===== src/rtl/prf_pkg.sv =====
// shared types, constants and saturating add/sub for the root finder
package prf_pkg;

    localparam int DATA_W  = 48;
    localparam int FRAC_W  = 24;
    localparam int MAX_DEG = 16;
    localparam int DEG_W   = $clog2(MAX_DEG + 1);
    localparam int IDX_W   = $clog2(MAX_DEG);
    localparam int SWP_W   = 12;

    localparam int CFG_IDX_W  = 2;
    localparam int CFG_DATA_W = 12;

    typedef logic signed [DATA_W-1:0] fx_t;
    typedef logic [DATA_W-1:0]        mag_t;

    typedef struct packed {
        logic ovf;
        fx_t  val;
    } sat_res_t;

    // register indexes of the configuration port
    localparam logic [CFG_IDX_W-1:0] CFG_DEGREE = CFG_IDX_W'(0);
    localparam logic [CFG_IDX_W-1:0] CFG_SWEEPS = CFG_IDX_W'(1);

    localparam logic [DEG_W-1:0] DEG_RESET = DEG_W'(2);
    localparam logic [SWP_W-1:0] SWP_RESET = SWP_W'(1000);

    // format limits as magnitudes
    localparam mag_t MAX_MAG = {1'b0, {(DATA_W-1){1'b1}}};
    localparam mag_t MIN_MAG = {1'b1, {(DATA_W-1){1'b0}}};
    localparam fx_t  FX_MAX  = fx_t'(MAX_MAG);
    localparam fx_t  FX_MIN  = fx_t'(MIN_MAG);

    // 1.0 and the seed base 0.4 + 0.9i
    localparam fx_t FX_ONE = fx_t'(64'd1 << FRAC_W);
    localparam fx_t Z_RE   = fx_t'(((64'd4 << FRAC_W) + 64'd5) / 64'd10);
    localparam fx_t Z_IM   = fx_t'(((64'd9 << FRAC_W) + 64'd5) / 64'd10);

    function automatic mag_t mag_of(fx_t a);
        mag_t m;
        m = a[DATA_W-1] ? mag_t'(-a) : mag_t'(a);
        return m;
    endfunction

    function automatic sat_res_t add_sat(fx_t a, fx_t b);
        logic signed [DATA_W:0] s;
        sat_res_t r;
        s = {a[DATA_W-1], a} + {b[DATA_W-1], b};
        r.ovf = (s[DATA_W] != s[DATA_W-1]);
        r.val = r.ovf ? (s[DATA_W] ? FX_MIN : FX_MAX) : s[DATA_W-1:0];
        return r;
    endfunction

    function automatic sat_res_t sub_sat(fx_t a, fx_t b);
        logic signed [DATA_W:0] s;
        sat_res_t r;
        s = {a[DATA_W-1], a} - {b[DATA_W-1], b};
        r.ovf = (s[DATA_W] != s[DATA_W-1]);
        r.val = r.ovf ? (s[DATA_W] ? FX_MIN : FX_MAX) : s[DATA_W-1:0];
        return r;
    endfunction

endpackage


===== src/rtl/prf_mul.sv =====
// shift-add fixed point multiplier, rounding and saturating, one bit per cycle
module prf_mul (
    input  logic        clk,
    input  logic        rst_n,
    input  logic        start,
    input  prf_pkg::fx_t op_a,
    input  prf_pkg::fx_t op_b,
    output prf_pkg::fx_t product,
    output logic        ovf,
    output logic        done
);
    import prf_pkg::*;

    localparam int CNT_W = $clog2(DATA_W);
    localparam int PW    = 2 * DATA_W;
    localparam int RL_W  = PW + 1 - FRAC_W;

    typedef enum logic [1:0] {M_IDLE, M_RUN, M_FIN} mstate_t;

    mstate_t          state_reg;
    logic [CNT_W-1:0] cnt_reg;
    logic [PW-1:0]    prod_reg;
    mag_t             mb_reg;
    logic             neg_reg;

    logic [DATA_W:0]  step_sum;
    logic [PW:0]      rnd;
    logic [RL_W-1:0]  rl;
    mag_t             lim;
    logic             ovf_c;
    mag_t             mag_c;
    fx_t              res_c;

    // partial product add for the current multiplier bit
    assign step_sum = {1'b0, prod_reg[PW-1:DATA_W]}
                    + (prod_reg[0] ? {1'b0, mb_reg} : {(DATA_W+1){1'b0}});

    // round half away from zero on the magnitude, then clamp
    assign rnd   = {1'b0, prod_reg} + ((PW+1)'(1) << (FRAC_W - 1));
    assign rl    = rnd[PW:FRAC_W];
    assign lim   = neg_reg ? MIN_MAG : MAX_MAG;
    assign ovf_c = rl > RL_W'(lim);
    assign mag_c = ovf_c ? lim : rl[DATA_W-1:0];
    assign res_c = neg_reg ? fx_t'(-mag_c) : fx_t'(mag_c);

    // sequencer and result register
    always_ff @(posedge clk or negedge rst_n)
    begin
        if (!rst_n)
        begin
            state_reg <= M_IDLE;
            cnt_reg   <= '0;
            done      <= 1'b0;
            ovf       <= 1'b0;
            product   <= '0;
        end
        else
        begin
            unique case (state_reg)
                M_IDLE:
                begin
                    done <= 1'b0;
                    if (start)
                    begin
                        cnt_reg   <= '0;
                        state_reg <= M_RUN;
                    end
                end
                M_RUN:
                begin
                    cnt_reg <= cnt_reg + CNT_W'(1);
                    if (cnt_reg == CNT_W'(DATA_W - 1))
                    begin
                        state_reg <= M_FIN;
                    end
                end
                M_FIN:
                begin
                    product   <= res_c;
                    ovf       <= ovf_c;
                    done      <= 1'b1;
                    state_reg <= M_IDLE;
                end
                default:
                begin
                    state_reg <= M_IDLE;
                end
            endcase
        end
    end

    // operand and product datapath
    always_ff @(posedge clk)
    begin
        if (state_reg == M_IDLE && start)
        begin
            prod_reg <= {{DATA_W{1'b0}}, mag_of(op_a)};
            mb_reg   <= mag_of(op_b);
            neg_reg  <= op_a[DATA_W-1] ^ op_b[DATA_W-1];
        end
        else if (state_reg == M_RUN)
        begin
            prod_reg <= {step_sum, prod_reg[DATA_W-1:1]};
        end
    end

endmodule


===== config.mk =====
export PLATFORM = sky130hd
export DESIGN_NAME = prf_mul
export DESIGN_NICKNAME = d
export VERILOG_FILES = /design/src/rtl/prf_pkg.sv /design/src/rtl/prf_mul.sv
export SDC_FILE = /design/constraint.sdc
export NUM_CORES = 1
export LEC_CHECK = 0
export ABC_AREA = 0
export BUFFER_PORTS_ARGS = -buffer_cell sky130_fd_sc_hd__buf_2
export CAP_MARGIN = 20
export CORE_MARGIN = 2
export CORE_UTILIZATION = 55
export DETAILED_ROUTE_END_ITERATION = 10
export HOLD_SLACK_MARGIN = 0.15
export PLACE_DENSITY = 0.75
export SETUP_SLACK_MARGIN = 0.1
export SLEW_MARGIN = 20
export SYNTH_ARGS = -nofsm -noshare
export SYNTH_HDL_FRONTEND = slang
export SYNTH_SLANG_ARGS = --single-unit

===== constraint.sdc =====
create_clock -name clk -period 9.43 [get_ports clk]
set_input_delay 0 -clock clk [delete_from_list [all_inputs] [get_ports clk]]
set_output_delay 0 -clock clk [all_outputs]
set_load 0.05 [all_outputs]

==> flow_metrics.env <==
export IMPL_syn_num_nets=2120
export IMPL_cts_reportedPaths_clkPinSlew_ns=0.06
export IMPL_drive_gt1_share_pct=11.5
export IMPL_peakVddDrop_uv=101
export IMPL_r2r_cells=23
export IMPL_crit_fanout=21
export IMPL_slew_headroom_pct=30.7
export IMPL_p_leak_nw=8.22
export IMPL_rsz0062_at_grt="false"
export IMPL_track_usage_pct=29.6
export IMPL_syn2layout_area_growth_pct=20.4
export IMPL_status="finished clean"
export IMPL_cts_made_buffers=23
export IMPL_hold_class="primary input to async pin"
export IMPL_synth_flop_cell="edfxtp_1"
export IMPL_cts_resized=0
export IMPL_num_io_pins=149
export IMPL_pre_cts_ws_ns=1.82
export IMPL_layout_nets=2371
export IMPL_cts_tree="built"
export IMPL_synthCells=1919
export IMPL_cp_end_kind="register"
export IMPL_synth_distinct_cells=86
export IMPL_critPathLaunch="prod_reg[24]"
export IMPL_gp_congestion=0.961
export IMPL_setup_ws_ns=1.71
export IMPL_max_stage_delay_ns=0.55
export IMPL_layout_commonest_cell="nand2_1"
export IMPL_regToRegSetupSlack_ns=1.71
export IMPL_path_cells="ha_1, nand4_1, nor3_2, and2_1, nand2_1, xnor2_1, ha_1, nand4_1, or3_1, nor4_1, and3b_1, a21oi_1, nor3_1, nand4_1, nand3b_2, o21ai_0, ha_1, nand4_2, or3_1, mux2_4, o311ai_1, o21ai_0, a22o_1"
export IMPL_ys_seq_elements=203
export IMPL_setup_viol=0
export IMPL_ys_seq_area_share_pct=32.6
export IMPL_overflow=0
export IMPL_start_kind="register"
export IMPL_antenna_left=0
export IMPL_grt_pass1_vias=14539
export IMPL_worst_slew_pin_slew_ns=1.04
export IMPL_core_area_mm2=0.0294
export IMPL_cap_viol_max_count=0
export IMPL_max_freq_mhz=130
export IMPL_netlist_area_mm2=0.0163
export IMPL_cts_hold_buf=158
export IMPL_setup_tns_ns=0
export IMPL_critPathRequiredTime_ns=9.85
export IMPL_slowest_stage="xnor2_1"
export IMPL_drtPass1Iterations=6
export IMPL_hpwl_um=32500
export IMPL_crit_arrival_ns=8.14
export IMPL_largest_reg_flops=96
export IMPL_dpl_cell_area_mm2=0.0173
export IMPL_postCtsSetupRepairBufs=0
export IMPL_drt_initial_drc_count=1465
export IMPL_critical_path_class="register to register"
export IMPL_fin_crit_ns=7.72
export IMPL_fin_total_pwr_mw=2.03
export IMPL_antenna_found_initial=1
export IMPL_synth_edf_count=97
export IMPL_design_area_mm2=0.0197
export IMPL_crit_cells=23
export IMPL_wl_um=47000
export IMPL_maxSlewViolCount=0
export IMPL_viasPerCell=6.10
export IMPL_final_hold_violation_count=0
export IMPL_fp_dieW_um=176
export IMPL_dieArea_mm2=0.0311
export IMPL_p_per_area_mw_per_mm2=103
export IMPL_final_cell_mix="nand2_1 (204), o21ai_0 (197), dlygate4sd3_1 (158)"
export IMPL_port_buffer_count=148
export IMPL_clk_path_buf_depth=3
export IMPL_syn_area_per_cell_um2=8.51
export IMPL_period_share_pct=81.9
export IMPL_clk_latency_ns=0.54
export IMPL_cts_root_buf="clkbuf_16"
export IMPL_rows=63
export IMPL_htreeDepth=1
export IMPL_drt_drc_violations_left=0
export IMPL_finalCoreUtilization_pct=66.9
export IMPL_via_count=15721
export IMPL_synthArstFlopShare_pct=28.6
export IMPL_cp_top_family="simple AND/OR/NAND/NOR gates"
export IMPL_wl_per_cell_um=18.2
export IMPL_die_h_um=176
export IMPL_clock_skew_ns=0.0129
export IMPL_grt_pass1_wl_um=75500
export IMPL_initial_core_util_pct=55.5
export IMPL_cts_sinks=203
export IMPL_timing_rr_start="prod_reg[24]"
export IMPL_endpoint="product[36]"
export IMPL_timing_rr_end="product[36]"
export IMPL_ys_warnings_count=0
export IMPL_worst_path_buf_inv=0
export IMPL_grt_start_max_net_pins=100
-- cell families (layout without fill, tap and decap cells) --
logic type	count (synthesis)	in the layout	synth area share (%)
fa+ha+maj	102	102	7.86
other cells	0	1	0
flops	203	203	32.6
simple gates	713	713	23.1
compound gates	526	526	20.3
xor+xnor	203	203	10.9
mux	25	25	1.62
buf+inv	147	415	3.65
-- worst min-delay path by stage --
| stage | from | end | slack [ns] | cells after the start |
|---|---|---|---|---|
| floorplan | rst_n | cnt_reg[0] | -0.30 | 0 |
| global placement | rst_n | product[7] | 0.18 | 2 |
| detailed placement | rst_n | product[9] | 0.19 | 2 |
| CTS | rst_n | product[14] | 0.17 | 3 |
| global route | rst_n | product[15] | 0.23 | 3 |
| finish | rst_n | product[15] | 0.16 | 3 |
-- layer usage --
layer  vias to the layer above  wire length, um  global-route usage [%]
met5                         -                0                       0
met4                         0             1470                    9.57
met3                       115             3470                    3.98
met2                       689            21300                    47.7
met1                      7316            20800                    41.4
li1                       7601                -                       -
-- worst min-delay path, delay by kind of cell --
kind     cells  cell delay, ns
buf+inv      3            1.18
-- synth_stat cells (all sizes together), types with 11 or more instances --
cell type / number / area, um^2
a211oi: 17 / 128
a21o: 49 / 368
a21oi: 90 / 450
a31oi: 18 / 113
and2: 57 / 358
and3: 20 / 125
and4: 11 / 98.8
buf: 25 / 136
clkbuf: 67 / 253
dfrtp: 58 / 1450
dfxtp: 48 / 961
edfxtp: 97 / 2910
ha: 101 / 1260
inv: 55 / 206
mux2i: 16 / 160
nand2: 206 / 776
nand2b: 31 / 194
nand3: 85 / 425
nand4: 50 / 334
nor2: 88 / 330
nor2b: 13 / 81.3
nor3: 35 / 180
nor4: 33 / 240
o21ai: 202 / 1010
o31ai: 44 / 345
o41ai: 13 / 114
or3: 41 / 287
or4: 13 / 105
xnor2: 108 / 946
xor2: 95 / 832
-- where the power goes --
| group | leakage [nW] | internal (mW) | switching (mW) |
|---|---|---|---|
| clock | 0.381 | 0.548 | 0.380 |
| combinational | 5.75 | 0.0984 | 0.0735 |
| sequential | 2.09 | 0.925 | 0 |
-- layout make-up --
cell class                      instances  area (um^2)
Multi-Input combinational cell       1569        10400
Fill cell                            2331         9750
Sequential cell                       203         5330
Timing Repair Buffer                  318         2420
Clock buffer                           31          657
Tap cell                              390          488
Inverter                               55          208
Clock inverter                         11          126
Antenna cell                            1         2.50
-- per-stage QoR --
stage          std cells  hold WS (ns)
2_1_floorplan       1919        -0.296
3_3_place_gp        2376         0.180
3_5_place_dp        2376         0.188
4_1_cts             2576         0.169
5_1_grt             2578         0.225
6_report            2578         0.156
Note: power is estimated with default switching activity, not from simulation.
