### config.mk
export PLATFORM = sky130hd
export DESIGN_NAME = prf_div
export DESIGN_NICKNAME = d
export VERILOG_FILES = /design/src/rtl/prf_pkg.sv /design/src/rtl/prf_div.sv
export SDC_FILE = /design/constraint.sdc
export NUM_CORES = 1
export LEC_CHECK = 0
export BUFFER_PORTS_ARGS = -buffer_cell sky130_fd_sc_hd__buf_2
export CAP_MARGIN = 20
export CORE_AREA = 2 2 152 213
export DETAILED_ROUTE_END_ITERATION = 8
export DIE_AREA = 0 0 154 215
export GPL_TIMING_DRIVEN = 0
export PLACE_DENSITY = 0.82
export SETUP_SLACK_MARGIN = 0.3
export SYNTH_ARGS = -nofsm -noshare
export SYNTH_HDL_FRONTEND = slang
export SYNTH_SLANG_ARGS = --single-unit
### constraint.sdc
create_clock -name clk -period 25.9 [get_ports clk]
set_clock_uncertainty 0.2 [all_clocks]
set_input_delay 1.295 -clock clk [delete_from_list [all_inputs] [get_ports clk]]
set_output_delay 1.295 -clock clk [all_outputs]
set_load 0.02 [all_outputs]
### src/rtl/prf_pkg.sv
// shared types, constants and saturating add/sub for the root finder
package prf_pkg;

    localparam int DATA_W  = 48;
    localparam int FRAC_W  = 24;
    localparam int MAX_DEG = 16;
    localparam int DEG_W   = $clog2(MAX_DEG + 1);
    localparam int IDX_W   = $clog2(MAX_DEG);
    localparam int SWP_W   = 12;

    localparam int CFG_IDX_W  = 2;
    localparam int CFG_DATA_W = 12;

    typedef logic signed [DATA_W-1:0] fx_t;
    typedef logic [DATA_W-1:0]        mag_t;

    typedef struct packed {
        logic ovf;
        fx_t  val;
    } sat_res_t;

    // register indexes of the configuration port
    localparam logic [CFG_IDX_W-1:0] CFG_DEGREE = CFG_IDX_W'(0);
    localparam logic [CFG_IDX_W-1:0] CFG_SWEEPS = CFG_IDX_W'(1);

    localparam logic [DEG_W-1:0] DEG_RESET = DEG_W'(2);
    localparam logic [SWP_W-1:0] SWP_RESET = SWP_W'(1000);

    // format limits as magnitudes
    localparam mag_t MAX_MAG = {1'b0, {(DATA_W-1){1'b1}}};
    localparam mag_t MIN_MAG = {1'b1, {(DATA_W-1){1'b0}}};
    localparam fx_t  FX_MAX  = fx_t'(MAX_MAG);
    localparam fx_t  FX_MIN  = fx_t'(MIN_MAG);

    // 1.0 and the seed base 0.4 + 0.9i
    localparam fx_t FX_ONE = fx_t'(64'd1 << FRAC_W);
    localparam fx_t Z_RE   = fx_t'(((64'd4 << FRAC_W) + 64'd5) / 64'd10);
    localparam fx_t Z_IM   = fx_t'(((64'd9 << FRAC_W) + 64'd5) / 64'd10);

    function automatic mag_t mag_of(fx_t a);
        mag_t m;
        m = a[DATA_W-1] ? mag_t'(-a) : mag_t'(a);
        return m;
    endfunction

    function automatic sat_res_t add_sat(fx_t a, fx_t b);
        logic signed [DATA_W:0] s;
        sat_res_t r;
        s = {a[DATA_W-1], a} + {b[DATA_W-1], b};
        r.ovf = (s[DATA_W] != s[DATA_W-1]);
        r.val = r.ovf ? (s[DATA_W] ? FX_MIN : FX_MAX) : s[DATA_W-1:0];
        return r;
    endfunction

    function automatic sat_res_t sub_sat(fx_t a, fx_t b);
        logic signed [DATA_W:0] s;
        sat_res_t r;
        s = {a[DATA_W-1], a} - {b[DATA_W-1], b};
        r.ovf = (s[DATA_W] != s[DATA_W-1]);
        r.val = r.ovf ? (s[DATA_W] ? FX_MIN : FX_MAX) : s[DATA_W-1:0];
        return r;
    endfunction

endpackage

### src/rtl/prf_div.sv
// restoring fixed point divider, rounding and saturating, one quotient bit per cycle
module prf_div (
    input  logic        clk,
    input  logic        rst_n,
    input  logic        start,
    input  prf_pkg::fx_t op_a,
    input  prf_pkg::fx_t op_b,
    output prf_pkg::fx_t quotient,
    output logic        ovf,
    output logic        done
);
    import prf_pkg::*;

    localparam int NW    = DATA_W + FRAC_W;
    localparam int CNT_W = $clog2(NW);

    typedef enum logic [1:0] {D_IDLE, D_RUN, D_FIN} dstate_t;

    dstate_t          state_reg;
    logic [CNT_W-1:0] cnt_reg;
    logic [NW-1:0]    dvd_reg;
    mag_t             mb_reg;
    mag_t             rem_reg;
    mag_t             q_reg;
    logic             qovf_reg;
    logic             neg_reg;
    logic             na_reg;
    logic             zero_reg;

    logic [DATA_W:0]  rem_sh;
    logic             ge;
    logic [DATA_W:0]  rem_sub;
    logic             rnd_up;
    logic [DATA_W:0]  qr;
    mag_t             lim;
    logic             ovf_c;
    mag_t             mag_c;
    fx_t              res_c;

    // one restoring step
    assign rem_sh  = {rem_reg, dvd_reg[NW-1]};
    assign ge      = rem_sh >= {1'b0, mb_reg};
    assign rem_sub = rem_sh - {1'b0, mb_reg};

    // round to nearest, ties away, then clamp; zero divisor saturates by dividend sign
    assign rnd_up = {rem_reg, 1'b0} >= {1'b0, mb_reg};
    assign qr     = {1'b0, q_reg} + (DATA_W+1)'(rnd_up);
    assign lim    = neg_reg ? MIN_MAG : MAX_MAG;
    assign ovf_c  = zero_reg || qovf_reg || (qr > {1'b0, lim});
    assign mag_c  = (qovf_reg || (qr > {1'b0, lim})) ? lim : qr[DATA_W-1:0];
    always_comb
    begin
        if (zero_reg)
        begin
            res_c = na_reg ? FX_MIN : FX_MAX;
        end
        else
        begin
            res_c = neg_reg ? fx_t'(-mag_c) : fx_t'(mag_c);
        end
    end

    // sequencer and result register
    always_ff @(posedge clk or negedge rst_n)
    begin
        if (!rst_n)
        begin
            state_reg <= D_IDLE;
            cnt_reg   <= '0;
            done      <= 1'b0;
            ovf       <= 1'b0;
            quotient  <= '0;
        end
        else
        begin
            unique case (state_reg)
                D_IDLE:
                begin
                    done <= 1'b0;
                    if (start)
                    begin
                        cnt_reg   <= '0;
                        state_reg <= (op_b == '0) ? D_FIN : D_RUN;
                    end
                end
                D_RUN:
                begin
                    cnt_reg <= cnt_reg + CNT_W'(1);
                    if (cnt_reg == CNT_W'(NW - 1))
                    begin
                        state_reg <= D_FIN;
                    end
                end
                D_FIN:
                begin
                    quotient  <= res_c;
                    ovf       <= ovf_c;
                    done      <= 1'b1;
                    state_reg <= D_IDLE;
                end
                default:
                begin
                    state_reg <= D_IDLE;
                end
            endcase
        end
    end

    // dividend, remainder and quotient datapath
    always_ff @(posedge clk)
    begin
        if (state_reg == D_IDLE && start)
        begin
            dvd_reg  <= {mag_of(op_a), {FRAC_W{1'b0}}};
            mb_reg   <= mag_of(op_b);
            rem_reg  <= '0;
            q_reg    <= '0;
            qovf_reg <= 1'b0;
            neg_reg  <= op_a[DATA_W-1] ^ op_b[DATA_W-1];
            na_reg   <= op_a[DATA_W-1];
            zero_reg <= (op_b == '0);
        end
        else if (state_reg == D_RUN)
        begin
            dvd_reg  <= {dvd_reg[NW-2:0], 1'b0};
            rem_reg  <= ge ? rem_sub[DATA_W-1:0] : rem_sh[DATA_W-1:0];
            q_reg    <= {q_reg[DATA_W-2:0], ge};
            qovf_reg <= qovf_reg | q_reg[DATA_W-1];
        end
    end

endmodule

==> flow_summary.json <==
{
  "design_area_um2": 20800,
  "grt_use_total": 0.352,
  "fmax_mhz": 82.2,
  "max_cap_viol_count": 0,
  "initial_antenna_violation_count": 4,
  "wl_per_cell_um": 20.9,
  "drt_pass1_iterations": 5,
  "predominant_post_synthesis_flop_cell": "sky130_fd_sc_hd__edfxtp_1",
  "floorplan.die_area_um2": 33100,
  "net_count_after_synthesis": 2450,
  "internal-power_w": 0.00129,
  "globalRouteOverflowTotal": 0,
  "powerDensity_nw_per_um2": 114,
  "class_of_the_tightest_hold_or_removal_check": "register to register",
  "synthCells": 2248,
  "cts_buffers": 27,
  "clock_tree_from_tritoncts": "built",
  "clk_root_buffer_cell": "sky130_fd_sc_hd__clkbuf_16",
  "met1_usage_grt": 0.364,
  "worst_setup_hold_path_clk_slew_ns": 0.06,
  "grtUsageMet2": 0.662,
  "path_class": "register to register",
  "drt_first_iter_violations": 1095,
  "timing.final.crit_share": 0.470,
  "worst_path_max_delay_cell": "sky130_fd_sc_hd__or4_1",
  "timing.final.crit_period_ns": 12.16,
  "worst_slew_pin_slew_ns": 1.00,
  "fp.dieW_um": 154,
  "syn2layout_area_growth_pct": 11.9,
  "end_of_flow_core_utilization": 0.663,
  "endpoint_kind": "register",
  "crit_path_start_kind": "register",
  "syn-cell-area_um2": 18500,
  "number_of_post_cts_setup_repair_buffers": 0,
  "post_cts_resize_count": 0,
  "finalSetupViolations": 0,
  "cts_hold_repair.buffers": 0,
  "power_frac_clock": 0.172,
  "grt_use_met3": 0.0331,
  "hold_start": "quotient[25]$_DFFE_PN0P_",
  "critical_path.startpoint": "mb_reg[22]$_DFFE_PP_",
  "drv_slew": 0,
  "place.detailed.hpwl_um": 46900,
  "fp.coreArea_um2": 31300,
  "cts_sinks": 255,
  "synth-async-reset-ratio": 0.231,
  "mean_area_per_synthesized_cell_um2": 8.25,
  "design.final.nets": 2630,
  "postSynthRegisterBits": 255,
  "ctsLongestPathBuffers": 3,
  "via_per_inst": 6.29,
  "buffer_ports.inserted": 148,
  "cts.htree.levels": 1,
  "die_height_um": 215,
  "critPathMaxFanout": 10,
  "final_hold_viol_count": 0,
  "max_ir_drop_vdd_mv": 0.0716,
  "power.leakage_nw": 8.77,
  "grt_pass1_vias": 17600,
  "grt_pass1_wl_um": 92900,
  "insertion_delay_ns": 0.58,
  "power_frac_seq": 0.283,
  "seq_area_frac_synth": 0.345,
  "initial_utilization": 0.592,
  "r2r_start": "mb_reg[22]$_DFFE_PP_",
  "power_frac_comb": 0.545,
  "grt-busiest-layer": "met2",
  "fp-row-count": 77,
  "worst_path_largest_cell_delay_ns": 0.68,
  "placed_area_um2": 19800,
  "outcome": "complete, no violations",
  "switching_power_w": 0.00108,
  "globalplace.congestion": 0.996,
  "grt_max_degree": 61,
  "post_route_cells_drive_above_1_share": 0.0964,
  "dr_total_vias": 17900,
  "drt.antenna.violating_nets": 0,
  "synth_edf_count": 99,
  "yosys_warns": 0,
  "setup_repair_after_global_routing_missed_its_margin": "false",
  "arrival_ns": 12.41,
  "fin_setup_tns_ns": 0,
  "swShare": 0.456,
  "cp_data_required_time_ns": 26.14,
  "critical_path.most_common_cell": "sky130_fd_sc_hd__clkbuf_1",
  "dr_drc_count": 0,
  "synthDistinctLibCells": 77,
  "totalWireLength_um": 59600,
  "slew_headroom": 0.330,
  "num_io_pins": 149
}
cells in the final DEF (no fill, tap or decap), types with 17 or more instances in the layout:
cell type,instances
sky130_fd_sc_hd__nand2_1,292
sky130_fd_sc_hd__buf_2,157
sky130_fd_sc_hd__a211oi_1,22
sky130_fd_sc_hd__clkbuf_1,119
sky130_fd_sc_hd__or3_1,31
sky130_fd_sc_hd__a21o_1,38
sky130_fd_sc_hd__mux2i_1,47
sky130_fd_sc_hd__xor2_1,78
sky130_fd_sc_hd__o31ai_1,49
sky130_fd_sc_hd__edfxtp_1,99
sky130_fd_sc_hd__a31oi_1,24
sky130_fd_sc_hd__o21ai_0,246
sky130_fd_sc_hd__a21oi_1,137
sky130_fd_sc_hd__ha_1,102
sky130_fd_sc_hd__nor2_1,98
sky130_fd_sc_hd__nor4_1,21
sky130_fd_sc_hd__o41ai_1,17
sky130_fd_sc_hd__or4_1,23
sky130_fd_sc_hd__nor3_1,47
sky130_fd_sc_hd__nand3_1,95
sky130_fd_sc_hd__nand2b_1,19
sky130_fd_sc_hd__xnor2_1,117
sky130_fd_sc_hd__nand4_1,38
sky130_fd_sc_hd__clkbuf_16,27
sky130_fd_sc_hd__dfrtp_1,59
sky130_fd_sc_hd__inv_1,103
sky130_fd_sc_hd__dfxtp_1,97
through the flow:
stage / power [W] / hold WS (ns) / std cells / worst slack, ns
3_5_place_dp: 0.00194 / 0.262 / 2794 / 13.98
4_1_cts: 0.00234 / 0.275 / 2843 / 13.92
3_3_place_gp: 0.00190 / 0.264 / 2791 / 13.94
2_1_floorplan: 0.00157 / 0.240 / 2248 / 17.12
6_report: 0.00237 / 0.271 / 2847 / 13.74
5_1_grt: 0.00252 / 0.299 / 2847 / 13.24
critical path: cells and delay by family (launching register included):
family / cells / cell delay (ns)
flip-flops: 1 / 0.32
XOR/XNOR: 1 / 0.24
adder cells (fa/ha/maj): 5 / 1.50
AND/OR/NAND/NOR: 11 / 3.60
AO/OA/AOI/OAI: 15 / 3.45
buffers and inverters: 9 / 2.30
multiplexers: 1 / 0.42
path summary, 6_finish.rpt:
check | slack [ns] | depth (start not counted) | endpoint
setup / recovery | 13.74 | 42 | quotient[36]$_DFFE_PN0P_
hold / removal | 0.27 | 2 | quotient[25]$_DFFE_PN0P_
setup reg to reg | 13.74 | 42 | quotient[36]$_DFFE_PN0P_
hold reg to reg | 0.27 | 2 | quotient[25]$_DFFE_PN0P_
max in group asynchronous | 24.47 | 2 | quotient[15]$_DFFE_PN0P_
min in group asynchronous | 0.47 | 1 | quotient[29]$_DFFE_PN0P_
cells by family after synthesis:
group	count (synthesis)	synth area share
simple gates	754	0.200
fa+ha+maj	103	0.0699
buf+inv	242	0.0496
mux	52	0.0284
flops	255	0.345
xor+xnor	195	0.0921
compound gates	647	0.216
metal layers:
| layer | vias up | share of wire |
|---|---|---|
| li1 | 8556 | - |
| met1 | 8471 | 0.36 |
| met2 | 670 | 0.52 |
| met3 | 218 | 0.043 |
| met4 | 0 | 0.070 |
| met5 | - | 0 |
power by group through the flow:
| stage | registers, W | logic (W) | clock network, W |
|---|---|---|---|
| 2_1_floorplan | 0.000662 | 0.000911 | 0 |
| 3_3_place_gp | 0.000669 | 0.00123 | 0 |
| 3_5_place_dp | 0.000673 | 0.00126 | 0 |
| 4_1_cts | 0.000667 | 0.00127 | 0.000408 |
| 5_1_grt | 0.000686 | 0.00142 | 0.000422 |
| 6_report | 0.000670 | 0.00129 | 0.000407 |
cell usage after synthesis, types with 31 or more instances:
library cell	instances	area [um2]
sky130_fd_sc_hd__nand2_1	292	1100
sky130_fd_sc_hd__dfxtp_1	97	1940
sky130_fd_sc_hd__inv_1	104	390
sky130_fd_sc_hd__xor2_1	78	683
sky130_fd_sc_hd__o21ai_0	246	1230
sky130_fd_sc_hd__or3_1	31	194
sky130_fd_sc_hd__ha_1	102	1280
sky130_fd_sc_hd__dfrtp_1	59	1480
sky130_fd_sc_hd__clkbuf_1	116	435
sky130_fd_sc_hd__mux2i_1	47	470
sky130_fd_sc_hd__nor2_1	98	368
sky130_fd_sc_hd__edfxtp_1	99	2970
sky130_fd_sc_hd__nand4_1	38	238
sky130_fd_sc_hd__nor3_1	47	235
sky130_fd_sc_hd__a21oi_1	137	686
sky130_fd_sc_hd__o31ai_1	49	368
sky130_fd_sc_hd__xnor2_1	117	1020
sky130_fd_sc_hd__nand3_1	95	475
sky130_fd_sc_hd__a21o_1	38	285
cell type report:
| type | instances | area, um2 |
|---|---|---|
| tap | 395 | 494 |
| clock buffer | 35 | 746 |
| fill | 2639 | 10600 |
| sequential | 255 | 6390 |
| clock inverter | 14 | 164 |
| antenna | 4 | 10.0 |
| buffer | 136 | 526 |
| timing repair buffer | 151 | 796 |
| inverter | 106 | 398 |
| multi-input combinational | 1751 | 11200 |
No activity file was read; power rests on OpenSTA's default activity.
